**src/hdl/rk45_cash_karp_stepper_defines.svh**
```systemverilog
//------------------------------------------------------------------------------
// rk45_cash_karp_stepper_defines
// assertion macros for the cash-karp stepper
//------------------------------------------------------------------------------
`ifndef RK45_CASH_KARP_STEPPER_DEFINES_SVH
`define RK45_CASH_KARP_STEPPER_DEFINES_SVH

// implication checked on every edge outside reset
`define RK_ASSERT_IMP(label, clk, rst_n, ante, cons, msg) \
    label: assert property (@(posedge clk) disable iff (!rst_n) (ante) |-> (cons)) \
        else $error(msg);

// implication checked in the cycle after the antecedent
`define RK_ASSERT_NEXT(label, clk, rst_n, ante, cons, msg) \
    label: assert property (@(posedge clk) disable iff (!rst_n) (ante) |=> (cons)) \
        else $error(msg);

`endif

```
**src/hdl/rk45_pkg.sv**
```systemverilog
//------------------------------------------------------------------------------
// rk45_pkg
// shared constants, coefficient tables and types of the rk45 stepper
//------------------------------------------------------------------------------
`default_nettype none

package rk45_pkg;

    localparam int FracBits = 16;
    localparam int CoefBits = 28;

    // result kinds
    localparam logic [1:0] KIND_EVAL   = 2'd0;
    localparam logic [1:0] KIND_DONE   = 2'd1;
    localparam logic [1:0] KIND_FAILED = 2'd2;

    // configuration register indexes
    localparam logic [1:0] CFG_NUM_DIMS = 2'd0;
    localparam logic [1:0] CFG_REVERSE  = 2'd1;

    // input modes
    localparam logic MODE_START = 1'b0;

    // coefficient magnitudes rounded to Q.28
    localparam longint CoefOne = longint'(1) <<< CoefBits;
    localparam logic signed [31:0] CK_A00 = 32'((CoefOne + 5 / 2) / 5);
    localparam logic signed [31:0] CK_A10 = 32'((3 * CoefOne + 40 / 2) / 40);
    localparam logic signed [31:0] CK_A11 = 32'((9 * CoefOne + 40 / 2) / 40);
    localparam logic signed [31:0] CK_A20 = 32'((3 * CoefOne + 10 / 2) / 10);
    localparam logic signed [31:0] CK_A21 = 32'((9 * CoefOne + 10 / 2) / 10);
    localparam logic signed [31:0] CK_A22 = 32'((6 * CoefOne + 5 / 2) / 5);
    localparam logic signed [31:0] CK_A30 = 32'((11 * CoefOne + 54 / 2) / 54);
    localparam logic signed [31:0] CK_A31 = 32'((5 * CoefOne + 2 / 2) / 2);
    localparam logic signed [31:0] CK_A32 = 32'((70 * CoefOne + 27 / 2) / 27);
    localparam logic signed [31:0] CK_A33 = 32'((35 * CoefOne + 27 / 2) / 27);
    localparam logic signed [31:0] CK_A40 = 32'((1631 * CoefOne + 55296 / 2) / 55296);
    localparam logic signed [31:0] CK_A41 = 32'((175 * CoefOne + 512 / 2) / 512);
    localparam logic signed [31:0] CK_A42 = 32'((575 * CoefOne + 13824 / 2) / 13824);
    localparam logic signed [31:0] CK_A43 = 32'((44275 * CoefOne + 110592 / 2) / 110592);
    localparam logic signed [31:0] CK_A44 = 32'((253 * CoefOne + 4096 / 2) / 4096);
    localparam logic signed [31:0] CK_B50 = 32'((37 * CoefOne + 378 / 2) / 378);
    localparam logic signed [31:0] CK_B52 = 32'((250 * CoefOne + 621 / 2) / 621);
    localparam logic signed [31:0] CK_B53 = 32'((125 * CoefOne + 594 / 2) / 594);
    localparam logic signed [31:0] CK_B55 = 32'((512 * CoefOne + 1771 / 2) / 1771);

    // a[r][j] for r = 0..4 and b5[0..5] at r = 5
    function automatic logic signed [31:0] coef(input logic [2:0] r, input logic [2:0] j);
        logic signed [31:0] c;
        begin
            c = '0;
            unique case ({r, j})
                {3'd0, 3'd0}: c = CK_A00;
                {3'd1, 3'd0}: c = CK_A10;
                {3'd1, 3'd1}: c = CK_A11;
                {3'd2, 3'd0}: c = CK_A20;
                {3'd2, 3'd1}: c = -CK_A21;
                {3'd2, 3'd2}: c = CK_A22;
                {3'd3, 3'd0}: c = -CK_A30;
                {3'd3, 3'd1}: c = CK_A31;
                {3'd3, 3'd2}: c = -CK_A32;
                {3'd3, 3'd3}: c = CK_A33;
                {3'd4, 3'd0}: c = CK_A40;
                {3'd4, 3'd1}: c = CK_A41;
                {3'd4, 3'd2}: c = CK_A42;
                {3'd4, 3'd3}: c = CK_A43;
                {3'd4, 3'd4}: c = CK_A44;
                {3'd5, 3'd0}: c = CK_B50;
                {3'd5, 3'd2}: c = CK_B52;
                {3'd5, 3'd3}: c = CK_B53;
                {3'd5, 3'd5}: c = CK_B55;
                default:      c = '0;
            endcase
            return c;
        end
    endfunction

    // status from the divider to the sequencer
    typedef struct packed {
        logic        busy;
        logic        done;
        logic [31:0] quot;
    } t_div_status;

endpackage

`default_nettype wire

```
**src/hdl/rk45_mac.sv**
```systemverilog
//------------------------------------------------------------------------------
// rk45_mac
// shared multiplier with registered product; 32x32 signed/unsigned
//------------------------------------------------------------------------------
`default_nettype none

module rk45_mac (
    input  wire logic               i_clk,
    input  wire logic signed [32:0] i_a,
    input  wire logic signed [32:0] i_b,
    output logic signed [65:0]      o_prod
);
    import rk45_pkg::*;

    logic signed [65:0] r_prod;

    // one product per cycle, registered
    always_ff @(posedge i_clk) begin
        r_prod <= i_a * i_b;
    end

    assign o_prod = r_prod;

endmodule

`default_nettype wire

```
**config.mk**
```make
export PLATFORM = sky130hd
export DESIGN_NAME = rk45_mac
export DESIGN_NICKNAME = d
export VERILOG_FILES = /design/src/hdl/rk45_cash_karp_stepper_defines.svh /design/src/hdl/rk45_pkg.sv /design/src/hdl/rk45_mac.sv
export SDC_FILE = /design/constraint.sdc
export NUM_CORES = 2
export LEC_CHECK = 0
export BUFFER_PORTS_ARGS = -buffer_cell sky130_fd_sc_hd__buf_2
export CELL_PAD_IN_SITES_DETAIL_PLACEMENT = 2
export CELL_PAD_IN_SITES_GLOBAL_PLACEMENT = 2
export CORE_MARGIN = 2
export CORE_UTILIZATION = 40
export DETAILED_ROUTE_END_ITERATION = 7
export PLACE_DENSITY = 0.92
export SKIP_LAST_GASP = 1
export SYNTH_ARGS = -nofsm -noshare
export SYNTH_HDL_FRONTEND = slang
export SYNTH_SLANG_ARGS = --single-unit
```
**constraint.sdc**
```tcl
create_clock -name i_clk -period 11.45 [get_ports i_clk]
set_input_delay 0.5725 -clock i_clk [delete_from_list [all_inputs] [get_ports i_clk]]
set_output_delay 0.5725 -clock i_clk [all_outputs]
set_load 0.05 [all_outputs]
```
==> metrics.txt <==
number of antenna violations at the first check in global routing 13; fraction of registers with async set or reset after synthesis 0%; Site Rows 117; Syn Inst Count 4338; DRC violation total after the first TritonRoute iteration 2379; DRT met1 WL 62.1 mm; Hold Path Class input pin to register; final count of pins violating max slew 0; endpoint kind of the worst setup timing path register; first-pass GRT wire length 283 mm; CP Class input pin to register; Synthesized Nets 5767; clock tree from TritonCTS yes; largest net degree at the start of global routing 34; sort of element at the start of the critical path input pin; root buffer selected by CTS sky130_fd_sc_hd__clkbuf_16; setup repair after global routing missed its margin false; total number of H-tree levels 3; top metal layer carrying routed signals met5; Period Utilization, post-route 87.3%; endpoints failing setup 0; Max Freq 0.100 GHz; die width 323 um; crit-path max FO 33; number of buffers created by CTS 9; number of remaining DRC errors 0; number of buffers added on ports 132; number of optimization iterations in the first detailed-route pass 5; maximum number of buffers from clock root to sink 2; number of warnings issued by yosys 0; multi-input logic area 34300 um^2; routed length per instance 34.1 um; final HPWL from detailed placement 154 mm; number of setup buffers added after CTS 0; cells resized by post-CTS repair 0; critical path arrival 10.33 ns; remaining number of nets flagged by the antenna check after routing 0; utilization of the core after routing 42.1%; weighted congestion reported at the end of routability-driven placement 0.873; initial core utilization 40.2%; via density per instance 5.75; worst hold margin 0.824 ns; Chip Height 323 um; Placement Cell Area 42400 um^2; cell type with the largest total area after synthesis sky130_fd_sc_hd__fa_1; required time of the critical path 11.79 ns; post-detailed-routing wire length 193 mm; layout overhead on the synthesized area 4.83%; cell types occupying the most area after synthesis sky130_fd_sc_hd__fa_1 56%, sky130_fd_sc_hd__inv_1 10%, sky130_fd_sc_hd__and2_1 8.6%; Yosys top cell area share 56.3%; fraction of layout instances using a drive strength above 1 4.63%; Final min period 9.99 ns; final hold violation count 0; Met2 Wirelength 93.8 mm; sinks on the clock net 66; number of library cell types mapped by synthesis 80; layout filler cell count 11000; synth cell count leaders 1145 x sky130_fd_sc_hd__fa_1, 1131 x sky130_fd_sc_hd__inv_1, 562 x sky130_fd_sc_hd__and2_1, 551 x sky130_fd_sc_hd__nand2_1, 217 x sky130_fd_sc_hd__ha_1; area of all placed cells without fillers 42700 um^2; post-CTS clock slew at the launch and capture registers of the worst setup and hold paths 0.07 ns; via count of the routed design 32500; die footprint 104000 um^2; total grt overflow 0; # nets final 5704; fraction of the yosys area taken by sequential cells 3.24%; transition time at the pin with the least slew margin 1.27 ns; run status finished, final reports clean; vias in the first global route 40600; number of flip-flops under the largest register name 66; Std-Cell Core Area 101000 um^2; ys flop type sky130_fd_sc_hd__dfxtp_1; Avg Synthesized Cell Area 9.39 um^2; Netlist Area Pre-Place 40700 um^2; flip-flop and latch area 1320 um^2; leading cell type by number of instances after synthesis sky130_fd_sc_hd__fa_1; post-cts hold buffer count 0; max-cap check violation count 0; Tot GR Track Use 38.5%; sum of met3 wire segment lengths after detailed routing 15.9 mm; post-synthesis register bit count 66; EDFF count, synth 0; total negative setup slack 0 ns; ports placed on the boundary 133; slew margin rel. 15.1%
==> critical path, cell delays in order <==
cell and delay (ns):
sky130_fd_sc_hd__buf_2 0.76, sky130_fd_sc_hd__and2_1 0.35, sky130_fd_sc_hd__fa_1 0.48, sky130_fd_sc_hd__fa_1 0.97, sky130_fd_sc_hd__inv_1 0.17, sky130_fd_sc_hd__fa_1 0.57, sky130_fd_sc_hd__inv_1 0.07, sky130_fd_sc_hd__fa_1 0.50
sky130_fd_sc_hd__fa_1 0.59, sky130_fd_sc_hd__fa_1 0.66, sky130_fd_sc_hd__fa_1 0.77, sky130_fd_sc_hd__inv_1 0.14, sky130_fd_sc_hd__fa_1 0.54, sky130_fd_sc_hd__inv_1 0.22, sky130_fd_sc_hd__ha_1 0.31, sky130_fd_sc_hd__nand4_1 0.24
sky130_fd_sc_hd__nor2_1 0.32, sky130_fd_sc_hd__nand2_1 0.17, sky130_fd_sc_hd__nor3_1 0.72, sky130_fd_sc_hd__o311ai_4 0.43, sky130_fd_sc_hd__nand3_2 0.28, sky130_fd_sc_hd__a211oi_1 0.10, sky130_fd_sc_hd__a311oi_1 0.28
==> cell families after synthesis <==
logic type | count (synthesis) | synth area share (%)
XOR/XNOR | 68 | 1.46
adder cells (fa/ha/maj) | 1362 | 62.9
buffers and inverters | 1352 | 12.5
AND/OR/NAND/NOR | 1271 | 15.8
flip-flops | 66 | 3.24
AO/OA/AOI/OAI | 219 | 4.07
==> layout by cell type, fill, tap and decap left out, types with 9 or more instances in the layout <==
| cell type | Yosys | layout |
|---|---|---|
| sky130_fd_sc_hd__buf_4 | 0 | 15 |
| sky130_fd_sc_hd__a21oi_1 | 57 | 57 |
| sky130_fd_sc_hd__ha_1 | 217 | 217 |
| sky130_fd_sc_hd__dfxtp_1 | 66 | 66 |
| sky130_fd_sc_hd__xor2_1 | 25 | 25 |
| sky130_fd_sc_hd__nand4_1 | 11 | 11 |
| sky130_fd_sc_hd__a21o_1 | 36 | 36 |
| sky130_fd_sc_hd__xnor2_1 | 43 | 43 |
| sky130_fd_sc_hd__buf_2 | 11 | 132 |
| sky130_fd_sc_hd__o21bai_1 | 11 | 11 |
| sky130_fd_sc_hd__inv_1 | 1131 | 1131 |
| sky130_fd_sc_hd__nand2b_1 | 12 | 12 |
| sky130_fd_sc_hd__fa_1 | 1145 | 1145 |
| sky130_fd_sc_hd__nand2_1 | 551 | 551 |
| sky130_fd_sc_hd__o21ai_0 | 25 | 25 |
| sky130_fd_sc_hd__nor2_1 | 68 | 68 |
| sky130_fd_sc_hd__clkbuf_16 | 0 | 9 |
| sky130_fd_sc_hd__and2_1 | 562 | 562 |
| sky130_fd_sc_hd__nand3_1 | 25 | 25 |
==> path summary, 6_finish.rpt <==
path | startpoint | to | slack (ns) | cells past startpoint
setup / recovery | i_b[10] | o_prod[64] | 1.46 | 23
hold / removal | i_b[0] | o_prod[0] | 0.82 | 2
==> stage by stage <==
stage | cells | worst slack, ns
2_1_floorplan | 4338 | 3.64
3_3_place_gp | 5632 | 1.72
3_5_place_dp | 5632 | 1.21
4_1_cts | 5648 | 1.63
5_1_grt | 5648 | 1.17
6_report | 5652 | 1.46
==> metal layers <==
layer	track usage [%]	vias up
met5	0	-
met4	34.6	14
met3	11.6	1080
met2	63.9	2027
met1	39.1	17200
li1	-	12200
==> area by class of cell <==
class	count	area share [%]
sequential	66	3.09
clock buffer	12	0.577
clock inverter	4	0.176
multi-input combinational	2920	80.4
timing repair buffer	147	1.81
antenna	4	0.0234
tap	1368	4.01
inverter	1131	9.94
Power is left out: the tool's default activity adds up to more than one toggle a clock period on the data nets, which glitch-free logic cannot reach.
