### config.mk
export PLATFORM = sky130hd
export DESIGN_NAME = rk45_div
export DESIGN_NICKNAME = d
export VERILOG_FILES = /design/src/hdl/rk45_cash_karp_stepper_defines.svh /design/src/hdl/rk45_pkg.sv /design/src/hdl/rk45_div.sv
export SDC_FILE = /design/constraint.sdc
export NUM_CORES = 1
export LEC_CHECK = 0
export BUFFER_PORTS_ARGS = -buffer_cell sky130_fd_sc_hd__buf_2
export CORE_MARGIN = 2
export CORE_UTILIZATION = 64
export CTS_CLUSTER_DIAMETER = 150
export DETAILED_ROUTE_END_ITERATION = 12
export PLACE_DENSITY = 0.95
export SYNTH_ARGS = -nofsm -noshare
export SYNTH_HDL_FRONTEND = slang
export SYNTH_SLANG_ARGS = --single-unit
### constraint.sdc
create_clock -name i_clk -period 4.6 [get_ports i_clk]
set_clock_uncertainty 0.1 [all_clocks]
set_input_delay 0 -clock i_clk [delete_from_list [all_inputs] [get_ports i_clk]]
set_output_delay 0 -clock i_clk [all_outputs]
set_load 0.02 [all_outputs]
### src/hdl/rk45_cash_karp_stepper_defines.svh
//------------------------------------------------------------------------------
// rk45_cash_karp_stepper_defines
// assertion macros for the cash-karp stepper
//------------------------------------------------------------------------------
`ifndef RK45_CASH_KARP_STEPPER_DEFINES_SVH
`define RK45_CASH_KARP_STEPPER_DEFINES_SVH

// implication checked on every edge outside reset
`define RK_ASSERT_IMP(label, clk, rst_n, ante, cons, msg) \
    label: assert property (@(posedge clk) disable iff (!rst_n) (ante) |-> (cons)) \
        else $error(msg);

// implication checked in the cycle after the antecedent
`define RK_ASSERT_NEXT(label, clk, rst_n, ante, cons, msg) \
    label: assert property (@(posedge clk) disable iff (!rst_n) (ante) |=> (cons)) \
        else $error(msg);

`endif

### src/hdl/rk45_pkg.sv
//------------------------------------------------------------------------------
// rk45_pkg
// shared constants, coefficient tables and types of the rk45 stepper
//------------------------------------------------------------------------------
`default_nettype none

package rk45_pkg;

    localparam int FracBits = 16;
    localparam int CoefBits = 28;

    // result kinds
    localparam logic [1:0] KIND_EVAL   = 2'd0;
    localparam logic [1:0] KIND_DONE   = 2'd1;
    localparam logic [1:0] KIND_FAILED = 2'd2;

    // configuration register indexes
    localparam logic [1:0] CFG_NUM_DIMS = 2'd0;
    localparam logic [1:0] CFG_REVERSE  = 2'd1;

    // input modes
    localparam logic MODE_START = 1'b0;

    // coefficient magnitudes rounded to Q.28
    localparam longint CoefOne = longint'(1) <<< CoefBits;
    localparam logic signed [31:0] CK_A00 = 32'((CoefOne + 5 / 2) / 5);
    localparam logic signed [31:0] CK_A10 = 32'((3 * CoefOne + 40 / 2) / 40);
    localparam logic signed [31:0] CK_A11 = 32'((9 * CoefOne + 40 / 2) / 40);
    localparam logic signed [31:0] CK_A20 = 32'((3 * CoefOne + 10 / 2) / 10);
    localparam logic signed [31:0] CK_A21 = 32'((9 * CoefOne + 10 / 2) / 10);
    localparam logic signed [31:0] CK_A22 = 32'((6 * CoefOne + 5 / 2) / 5);
    localparam logic signed [31:0] CK_A30 = 32'((11 * CoefOne + 54 / 2) / 54);
    localparam logic signed [31:0] CK_A31 = 32'((5 * CoefOne + 2 / 2) / 2);
    localparam logic signed [31:0] CK_A32 = 32'((70 * CoefOne + 27 / 2) / 27);
    localparam logic signed [31:0] CK_A33 = 32'((35 * CoefOne + 27 / 2) / 27);
    localparam logic signed [31:0] CK_A40 = 32'((1631 * CoefOne + 55296 / 2) / 55296);
    localparam logic signed [31:0] CK_A41 = 32'((175 * CoefOne + 512 / 2) / 512);
    localparam logic signed [31:0] CK_A42 = 32'((575 * CoefOne + 13824 / 2) / 13824);
    localparam logic signed [31:0] CK_A43 = 32'((44275 * CoefOne + 110592 / 2) / 110592);
    localparam logic signed [31:0] CK_A44 = 32'((253 * CoefOne + 4096 / 2) / 4096);
    localparam logic signed [31:0] CK_B50 = 32'((37 * CoefOne + 378 / 2) / 378);
    localparam logic signed [31:0] CK_B52 = 32'((250 * CoefOne + 621 / 2) / 621);
    localparam logic signed [31:0] CK_B53 = 32'((125 * CoefOne + 594 / 2) / 594);
    localparam logic signed [31:0] CK_B55 = 32'((512 * CoefOne + 1771 / 2) / 1771);

    // a[r][j] for r = 0..4 and b5[0..5] at r = 5
    function automatic logic signed [31:0] coef(input logic [2:0] r, input logic [2:0] j);
        logic signed [31:0] c;
        begin
            c = '0;
            unique case ({r, j})
                {3'd0, 3'd0}: c = CK_A00;
                {3'd1, 3'd0}: c = CK_A10;
                {3'd1, 3'd1}: c = CK_A11;
                {3'd2, 3'd0}: c = CK_A20;
                {3'd2, 3'd1}: c = -CK_A21;
                {3'd2, 3'd2}: c = CK_A22;
                {3'd3, 3'd0}: c = -CK_A30;
                {3'd3, 3'd1}: c = CK_A31;
                {3'd3, 3'd2}: c = -CK_A32;
                {3'd3, 3'd3}: c = CK_A33;
                {3'd4, 3'd0}: c = CK_A40;
                {3'd4, 3'd1}: c = CK_A41;
                {3'd4, 3'd2}: c = CK_A42;
                {3'd4, 3'd3}: c = CK_A43;
                {3'd4, 3'd4}: c = CK_A44;
                {3'd5, 3'd0}: c = CK_B50;
                {3'd5, 3'd2}: c = CK_B52;
                {3'd5, 3'd3}: c = CK_B53;
                {3'd5, 3'd5}: c = CK_B55;
                default:      c = '0;
            endcase
            return c;
        end
    endfunction

    // status from the divider to the sequencer
    typedef struct packed {
        logic        busy;
        logic        done;
        logic [31:0] quot;
    } t_div_status;

endpackage

`default_nettype wire

### src/hdl/rk45_div.sv
//------------------------------------------------------------------------------
// rk45_div
// restoring divider, one quotient bit per cycle: 2^30 / divisor
//------------------------------------------------------------------------------
`default_nettype none

module rk45_div (
    input  wire logic                 i_clk,
    input  wire logic                 i_rst_n,
    input  wire logic                 i_start,
    input  wire logic [33:0]          i_divisor,
    output rk45_pkg::t_div_status     o_status
);
    import rk45_pkg::*;

    localparam int NumBits = 2 * FracBits - 1;

    logic [4:0]  r_cnt;
    logic        r_busy;
    logic        r_done;
    logic [34:0] r_rem;
    logic [31:0] r_quot;
    logic [33:0] r_dvs;
    logic [34:0] w_trial;
    logic        w_bit;
    logic [NumBits-1:0] w_num;

    assign w_num   = NumBits'(1) << (NumBits - 1);
    assign w_trial = {r_rem[33:0], w_num[r_cnt]};
    assign w_bit   = w_trial >= {1'b0, r_dvs};

    // one bit per cycle, msb first
    always_ff @(posedge i_clk) begin
        if (!i_rst_n) begin
            r_busy <= 1'b0;
            r_done <= 1'b0;
            r_cnt  <= '0;
        end else begin
            r_done <= 1'b0;
            if (i_start) begin
                r_busy <= 1'b1;
                r_cnt  <= 5'(NumBits - 1);
            end else if (r_busy) begin
                if (r_cnt == '0) begin
                    r_busy <= 1'b0;
                    r_done <= 1'b1;
                end
                r_cnt <= r_cnt - 5'd1;
            end
        end
    end

    always_ff @(posedge i_clk) begin
        if (i_start) begin
            r_rem  <= '0;
            r_quot <= '0;
            r_dvs  <= i_divisor;
        end else if (r_busy) begin
            r_rem  <= w_bit ? w_trial - {1'b0, r_dvs} : w_trial;
            r_quot <= {r_quot[30:0], w_bit};
        end
    end

    assign o_status = '{busy: r_busy, done: r_done, quot: r_quot};

endmodule

`default_nettype wire

==> results.md, run 1 <==
- Status: finished, final reports clean
- WL final: roughly 17000 um
- Max-Cap Viols: 0
- CTS tree: built
- Clock-pin slew on the worst setup and hold paths: 0.12 ns
- Clock Tree Root: clkbuf_8
- Global-route wire length before repair: approximately 27000 um
- Number of vias per cell: 6.38
- Syn Inst Count: roughly 700
- TNS Setup: 0 ns
- Worst hold stages: 2
- DPL Wire Length: around 11000 um
- Startpoint Class: flop
- Crit-path max cell delay: approximately 0.56 ns
- Sw frac: 0.332
- Clock buffer depth: 2
- Filler cell count: around 670
- CP top delay family: compound AO/OA/AOI/OAI gates
- CP endpoint kind: flop
- PD cells: roughly 320 mW/mm^2
- Internal power: approximately 1.5 mW
- Vias in the first global route: ~5600
- Yosys cell types: around 60
- RD Place Congestion: between 0.9 and 1
- Post-synthesis cell area: around 0.0063 mm^2
- Largest net degree at the start of global routing: 66
- Starting DRT DRC Count: 529
- Hold crit path type: in2reg
- Pins Over Slew Limit: 0
- CTS Buf Count: 9
- Ys async rst share: 0
- Wire per inst: approximately 18 um
- Final ANT Viol Nets: 0
- Antenna cells: 0
- EDFF count, synth: 34
- Pre-CTS setup slack: approximately 1.2 ns
- # nets final: 856
- Maximum VDD drop: 0.243 mV
- DRC Markers: 0
- Placed cell count: just under 900
- Core area: around 0.0097 mm^2
- Worst-Margin Slew: between 0.8 and 0.9 ns
- Die ar.: approximately 0.011 mm^2
- Total global routing track utilization: 0.321
- PnR worst setup slack: ~1.1 ns
- Finish-stage setup viols: 0
- H-tree depth: 3
- Die Y: between 100 and 150 um
- Peak Freq: a little under 0.3 GHz
- Post-layout util: 0.747
- Num rows: 36
- Max FO, Critical Path: 27
- Final Non-Filler Cells: roughly 900
- Antenna violations before repair: 0
- Psw: ~760 uW
- Combinational share of power: 0.262
- Total congestion overflow: 0
- DR pass1 iterations: 5
- Power consumption: 2.30 mW
- Final Hold Fails: 0
- Layout cells sized above 1: 0.137
- Ys Warns: 0
- WP depth: 10
- Worst slew margin: 0.434
- Seq/Total Area, Yosys: 0.394
- Worst EP required: just under 5 ns
- WP data arrival: 3.68 ns
- Clock power frac: 0.273
- Final period util: 0.752
- Vias: 5873
- LEAKAGE: about 3.3 nW
- Unrepaired setup endpoints after global routing: no
- Clock Latency Late Sink: around 0.39 ns
- Area growth syn-to-layout: 14.7%
- Die Span X: approximately 100 um
- Post-CTS setup buffers: 0
- Avg Inst Size Synth: around 8.9 um^2
- Initial core utilization: 0.651
- Synth Register Bits: between 100 and 150
- TritonCTS Sinks: 107
- R2R depth: 10
- Mapped Nets: roughly 780
- Cells along the critical path: inv_1, ha_1, a21o_1, a31oi_1, a31oi_2, o31ai_4, o21ai_2, o2111a_2, or4_1, o211ai_1
- Ports: slightly above 70
- Main flop type after synthesis: dfxtp_1
- CP Buf/Inv Count: 1
- CP max stage cell: or4_1
- IO buf count: 70
- Crit Path Class: reg2reg
- Sequential share of power: 0.465
- Crit path time final: 3.46 ns
[layer usage]
| metal | vias to the layer above | global-route usage | wire length [um] |
|---|---|---|---|
| met1 | 2752 | 0.421 | 6800 |
| met2 | 323 | 0.521 | 7890 |
| met3 | 60 | 0.0625 | 1310 |
| li1 | 2738 | - | - |
| met5 | - | 0 | 0 |
| met4 | 0 | 0.136 | 541 |
[logic make-up (layout without fill, tap and decap cells)]
logic type	Yosys count	after routing	share of synthesized area
simple gates	204	204	0.154
compound gates	203	203	0.224
flops	107	107	0.394
buf+inv	95	174	0.0607
fa+ha+maj	37	37	0.0746
mux	34	34	0.0542
xor+xnor	28	28	0.0389
[per-stage QoR]
step                      hold WS [ns]  instance area [um^2]
after global routing             0.211                  7230
after global placement          0.0759                  6670
final                            0.217                  7230
after detailed placement        0.0781                  6670
after floorplan               -0.00113                  6300
after CTS                        0.203                  7230
[synthesized netlist by cell type (all sizes together), types with 5 or more instances]
cell | instances | area, um^2
or3 | 6 | 37.5
o31ai | 5 | 51.3
nor4 | 5 | 31.3
and3 | 15 | 93.8
a21oi | 42 | 210
clkbuf | 27 | 101
xor2 | 11 | 96.3
dfxtp | 73 | 1460
a21o | 31 | 233
buf | 22 | 109
inv | 46 | 173
nor2 | 66 | 248
mux2i | 33 | 330
nand3 | 31 | 155
o21a | 7 | 52.6
ha | 36 | 450
a311oi | 21 | 184
xnor2 | 17 | 149
nand2 | 39 | 146
nor3 | 10 | 50.1
o21ai | 41 | 209
edfxtp | 34 | 1020
a31oi | 12 | 87.6
o211ai | 11 | 82.6
or2 | 5 | 31.3
nand4 | 10 | 62.6
[layout by cell type, fill, tap and decap left out, drive strengths merged, types with 3 or more instances in the layout]
cell type and count:
buf 76, dfxtp 73, nor2 66, inv 49
a21oi 42, o21ai 41, nand2 39, ha 36
dlygate4sd3 36, edfxtp 34, mux2i 33, nand3 31
a21o 31, a311oi 21, xnor2 17, and3 15
a31oi 12, o211ai 11, xor2 11, nor3 10
nand4 10, clkbuf 9, o21a 7, or3 6
nor4 5, or2 5, o31ai 5, and2 4
a211oi 4, a211o 4, nor2b 4, o2111ai 4
nand2b 3
[power groups by stage]
stage	Combinational (mW)	Clock [mW]	Sequential, mW
CTS	0.588	0.626	1.07
detailed placement	0.557	0	1.09
global route	0.659	0.660	1.08
finish	0.604	0.627	1.07
global placement	0.541	0	1.09
floorplan	0.438	0	1.07
[path summary, 6_finish.rpt]
kind | slack, ns | endpoint | startpoint
worst max register to register | 1.14 | r_rem[24] | r_dvs[4]
worst min-delay path | 0.22 | r_dvs[20] | i_divisor[20]
worst max-delay path | 1.14 | r_rem[24] | r_dvs[4]
worst min register to register | 0.41 | r_rem[1] | r_rem[0]
[registers in the layout, summed over array words and instances (netlist names)]
name,flops
r_dvs,34
r_rem,34
r_quot,32
r_cnt,5
r_busy,1
r_done,1
[final cells by class]
| type | count | area [um^2] | area share |
|---|---|---|---|
| inverter | 46 | 173 | 0.0239 |
| clock buffer | 9 | 124 | 0.0171 |
| clock inverter | 7 | 83.8 | 0.0116 |
| sequential | 107 | 2490 | 0.344 |
| multi-input combinational | 506 | 3440 | 0.476 |
| timing repair buffer | 112 | 758 | 0.105 |
| tap | 133 | 166 | 0.0230 |
[what timing repair did]
item                      4_1_cts  5_1_grt
hold buffers                   36        0
resized for setup               0        0
hold endpoints to repair       68        0
[worst reg2reg max path, cell delays in order, from the launching register on]
cell and delay (ns):
edfxtp_1 0.40, inv_1 0.08, ha_1 0.29, a21o_1 0.22, a31oi_1 0.30, a31oi_2 0.22, o31ai_4 0.44, o21ai_2 0.18
o2111a_2 0.50, or4_1 0.57, o211ai_1 0.11
Note: power is estimated with default switching activity, not from simulation.
==> inputs of run 2 (changes only) <==
--- a/config.mk
+++ b/config.mk
@@ -7,10 +7,10 @@
 export LEC_CHECK = 0
 export BUFFER_PORTS_ARGS = -buffer_cell sky130_fd_sc_hd__buf_2
 export CORE_MARGIN = 2
-export CORE_UTILIZATION = 64
+export CORE_UTILIZATION = 59
 export CTS_CLUSTER_DIAMETER = 150
 export DETAILED_ROUTE_END_ITERATION = 12
-export PLACE_DENSITY = 0.95
+export PLACE_DENSITY = 0.92
 export SYNTH_ARGS = -nofsm -noshare
 export SYNTH_HDL_FRONTEND = slang
 export SYNTH_SLANG_ARGS = --single-unit
==> constraint.sdc (replaced) <==
create_clock -name i_clk -period 3.6 [get_ports i_clk]
set_clock_uncertainty 0.1 [all_clocks]
set_input_delay 0 -clock i_clk [delete_from_list [all_inputs] [get_ports i_clk]]
set_output_delay 0 -clock i_clk [all_outputs]
set_load 0.02 [all_outputs]
==> run 2 against run 1 <==
  * Count of clock-buffer cells in the layout did not move
  * Fmax grew 2.2%
  * Setup slack got worse by 0.93 ns
  * Die area grew 8.1%
  * Highest routed layer unchanged
  * Non-clock buffer count increased by 2
  * Sequential share of layout area down 0.12 points
  * Final cell count increased by 0.65%
  * Power is 26% higher
==> results.md, run 2 (synthesized netlist as in run 1, its figures left out) <==
- Antenna violations before repair: 0 (unchanged)
- Worst-Margin Slew: 0.705 ns (-0.143 ns)
- Crit Path Class: reg2reg
- Post-layout util: 0.700 (-0.0469)
- Hold crit path type: in2reg
- Area of the multi-input gates: 0.00346 mm^2 (+0.36%)
- Area growth syn-to-layout: 15.2%
- Crit path time final: 3.39 ns (-0.0741 ns)
- CTS tree: built
- Ports: 71 (unchanged)
- Worst EP required: 3.81 ns (-1.01 ns)
- TritonCTS Sinks: 107 (unchanged)
- Wire per inst: 17.5 um (-2.5%)
- Internal power: 1.91 mW (+24%)
- LEAKAGE: 3.29 nW (+0.39%)
- CP endpoint kind: flop
- Status: finished, final reports clean
- DPL Wire Length: 10900 um (about the same)
- Global-route wire length before repair: 26100 um (-2.9%)
- Psw: 989 uW (+29%)
- Max layer used: met4
- Total global routing track utilization: 0.283 (-0.0387)
- IO buf count: 70 (unchanged)
- Antenna cells: 0 (unchanged)
- DRC Markers: 0 (unchanged)
- Clock power frac: 0.261 (-0.012)
- H-tree depth: 3 (unchanged)
- DRT met1 WL: 6730 um (-1.0%)
- Worst slew margin: 0.530 (+0.0954)
- Maximum VDD drop: 0.405 mV (+67%)
- Pre-CTS setup slack: 0.266 ns (-0.968 ns)
- Peak Freq: 0.295 GHz (+2.2%)
- Biggest regs: r_dvs: 34 flops, r_rem: 34 flops, r_quot: 32 flops
- Commonest non-fill, non-tap cell in the layout: dfxtp_1
- WP data arrival: 3.60 ns (-0.08 ns)
- Largest net degree at the start of global routing: 61 (-7.6%)
- Die Y: 107 um (+4.0%)
- Vias in the first global route: 5476 (-2.5%)
- TNS Setup: 0 ns (unchanged)
- PnR worst setup slack: 0.214 ns (-0.926 ns)
- DR pass1 iterations: 5 (unchanged)
- Final Hold Fails: 0 (unchanged)
- Finish-stage setup viols: 0 (unchanged)
- Placed instance area: 0.00669 mm^2 (+0.28%)
- Num rows: 37 (+2.8%)
- Sw frac: 0.341 (+0.00925)
- # nets final: 859 (+0.35%)
- Filler cell count: 771 (+15%)
- Max-Cap Viols: 0 (unchanged)
- Layout cells sized above 1: 0.141 (+0.00328)
- Met3 WL post-DR: 1430 um (+9.2%)
- CTS Buf Count: 9 (unchanged)
- Total congestion overflow: 0 (unchanged)
- Clock buffer depth: 2 (unchanged)
- Vias: 5768 (-1.8%)
- Most frequent cells in the layout: dfxtp_1 (72), buf_2 (69), nor2_1 (66)
- Final period util: 0.940 (+0.188)
- Clock Tree Root: clkbuf_8
- Final ANT Viol Nets: 0 (unchanged)
- Clock-pin slew on the worst setup and hold paths: 0.12 ns (about the same)
- Die Span X: 107 um (+4.0%)
- Clock Latency Late Sink: 0.41 ns (+0.02 ns)
- Combinational share of power: 0.266 (+0.004)
- Sequential share of power: 0.473 (+0.008)
- WL final: 16200 um (-1.9%)
- Die ar.: 0.0115 mm^2 (+8.1%)
- Fin area: 0.00726 mm^2 (+0.36%)
- PD cells: 399 mW/mm^2 (+25%)
- RD Place Congestion: 0.945 (-0.84%)
- Initial core utilization: 0.608 (-0.0430)
- Number of vias per cell: 6.23 (-2.4%)
- Startpoint Class: flop
- Met2 wire len: 7550 um (-4.3%)
- Pins Over Slew Limit: 0 (unchanged)
- R2R setup slack: 0.21 ns (-0.93 ns)
- Max FO, Critical Path: 14 (-48%)
- Reg area: 0.00249 mm^2 (unchanged)
- Core area: 0.0104 mm^2 (+7.1%)
- Starting DRT DRC Count: 474 (-10%)
- Unrepaired setup endpoints after global routing: no
[run 2: critical path, stage by stage (launching register included)]
cell and delay (ns):
edfxtp_1 0.35, inv_1 0.04, ha_1 0.42, o21ai_1 0.13
a211o_1 0.32, a31oi_2 0.27, o31ai_4 0.16, o21ai_2 0.37
o2111ai_2 0.23, buf_4 0.29, a211o_1 0.31, a311oi_1 0.29
[run 2: path summary, 6_finish.rpt]
kind	from	endpoint	cells after the start
setup / recovery	r_dvs[6]	r_rem[25]	11
hold / removal	i_divisor[14]	r_dvs[14]	2
setup reg to reg	r_dvs[6]	r_rem[25]	11
hold reg to reg	r_rem[12]	r_rem[12]	2
[run 2: cell type report]
type / instances / share of cell area
Clock inverter: 7 / 0.0109
Tap cell: 136 / 0.0234
Multi-Input combinational cell: 507 / 0.476
Clock buffer: 9 / 0.0171
Sequential cell: 107 / 0.342
Inverter: 46 / 0.0238
Timing Repair Buffer: 114 / 0.106
[run 2: layer usage]
layer | vias to the layer above | global-route usage
li1 | 2737 | -
met1 | 2689 | 0.356
met4 | 0 | 0.111
met3 | 58 | 0.0745
met5 | - | 0
met2 | 284 | 0.463
[run 2: power groups by stage]
stage | Sequential [mW] | Combinational [mW] | Clock (mW)
finish | 1.37 | 0.771 | 0.757
global route | 1.38 | 0.835 | 0.818
CTS | 1.37 | 0.746 | 0.772
detailed placement | 1.39 | 0.712 | 0
global placement | 1.39 | 0.690 | 0
floorplan | 1.37 | 0.560 | 0
[run 2: timing repair]
action / CTS / global route
hold endpoints to repair: 60 / 0
buffers inserted: 0 / 0
gates resized for setup: 0 / 1
setup endpoints to repair: 0 / 5
hold buffers: 36 / 0
[run 2: through the flow]
step	total power [mW]	hold slack (ns)	cells
after detailed placement	2.11	0.0781	873
after global routing	3.03	0.174	926
after CTS	2.89	0.170	925
after floorplan	1.93	-0.00113	708
final	2.90	0.188	926
after global placement	2.08	0.0758	873
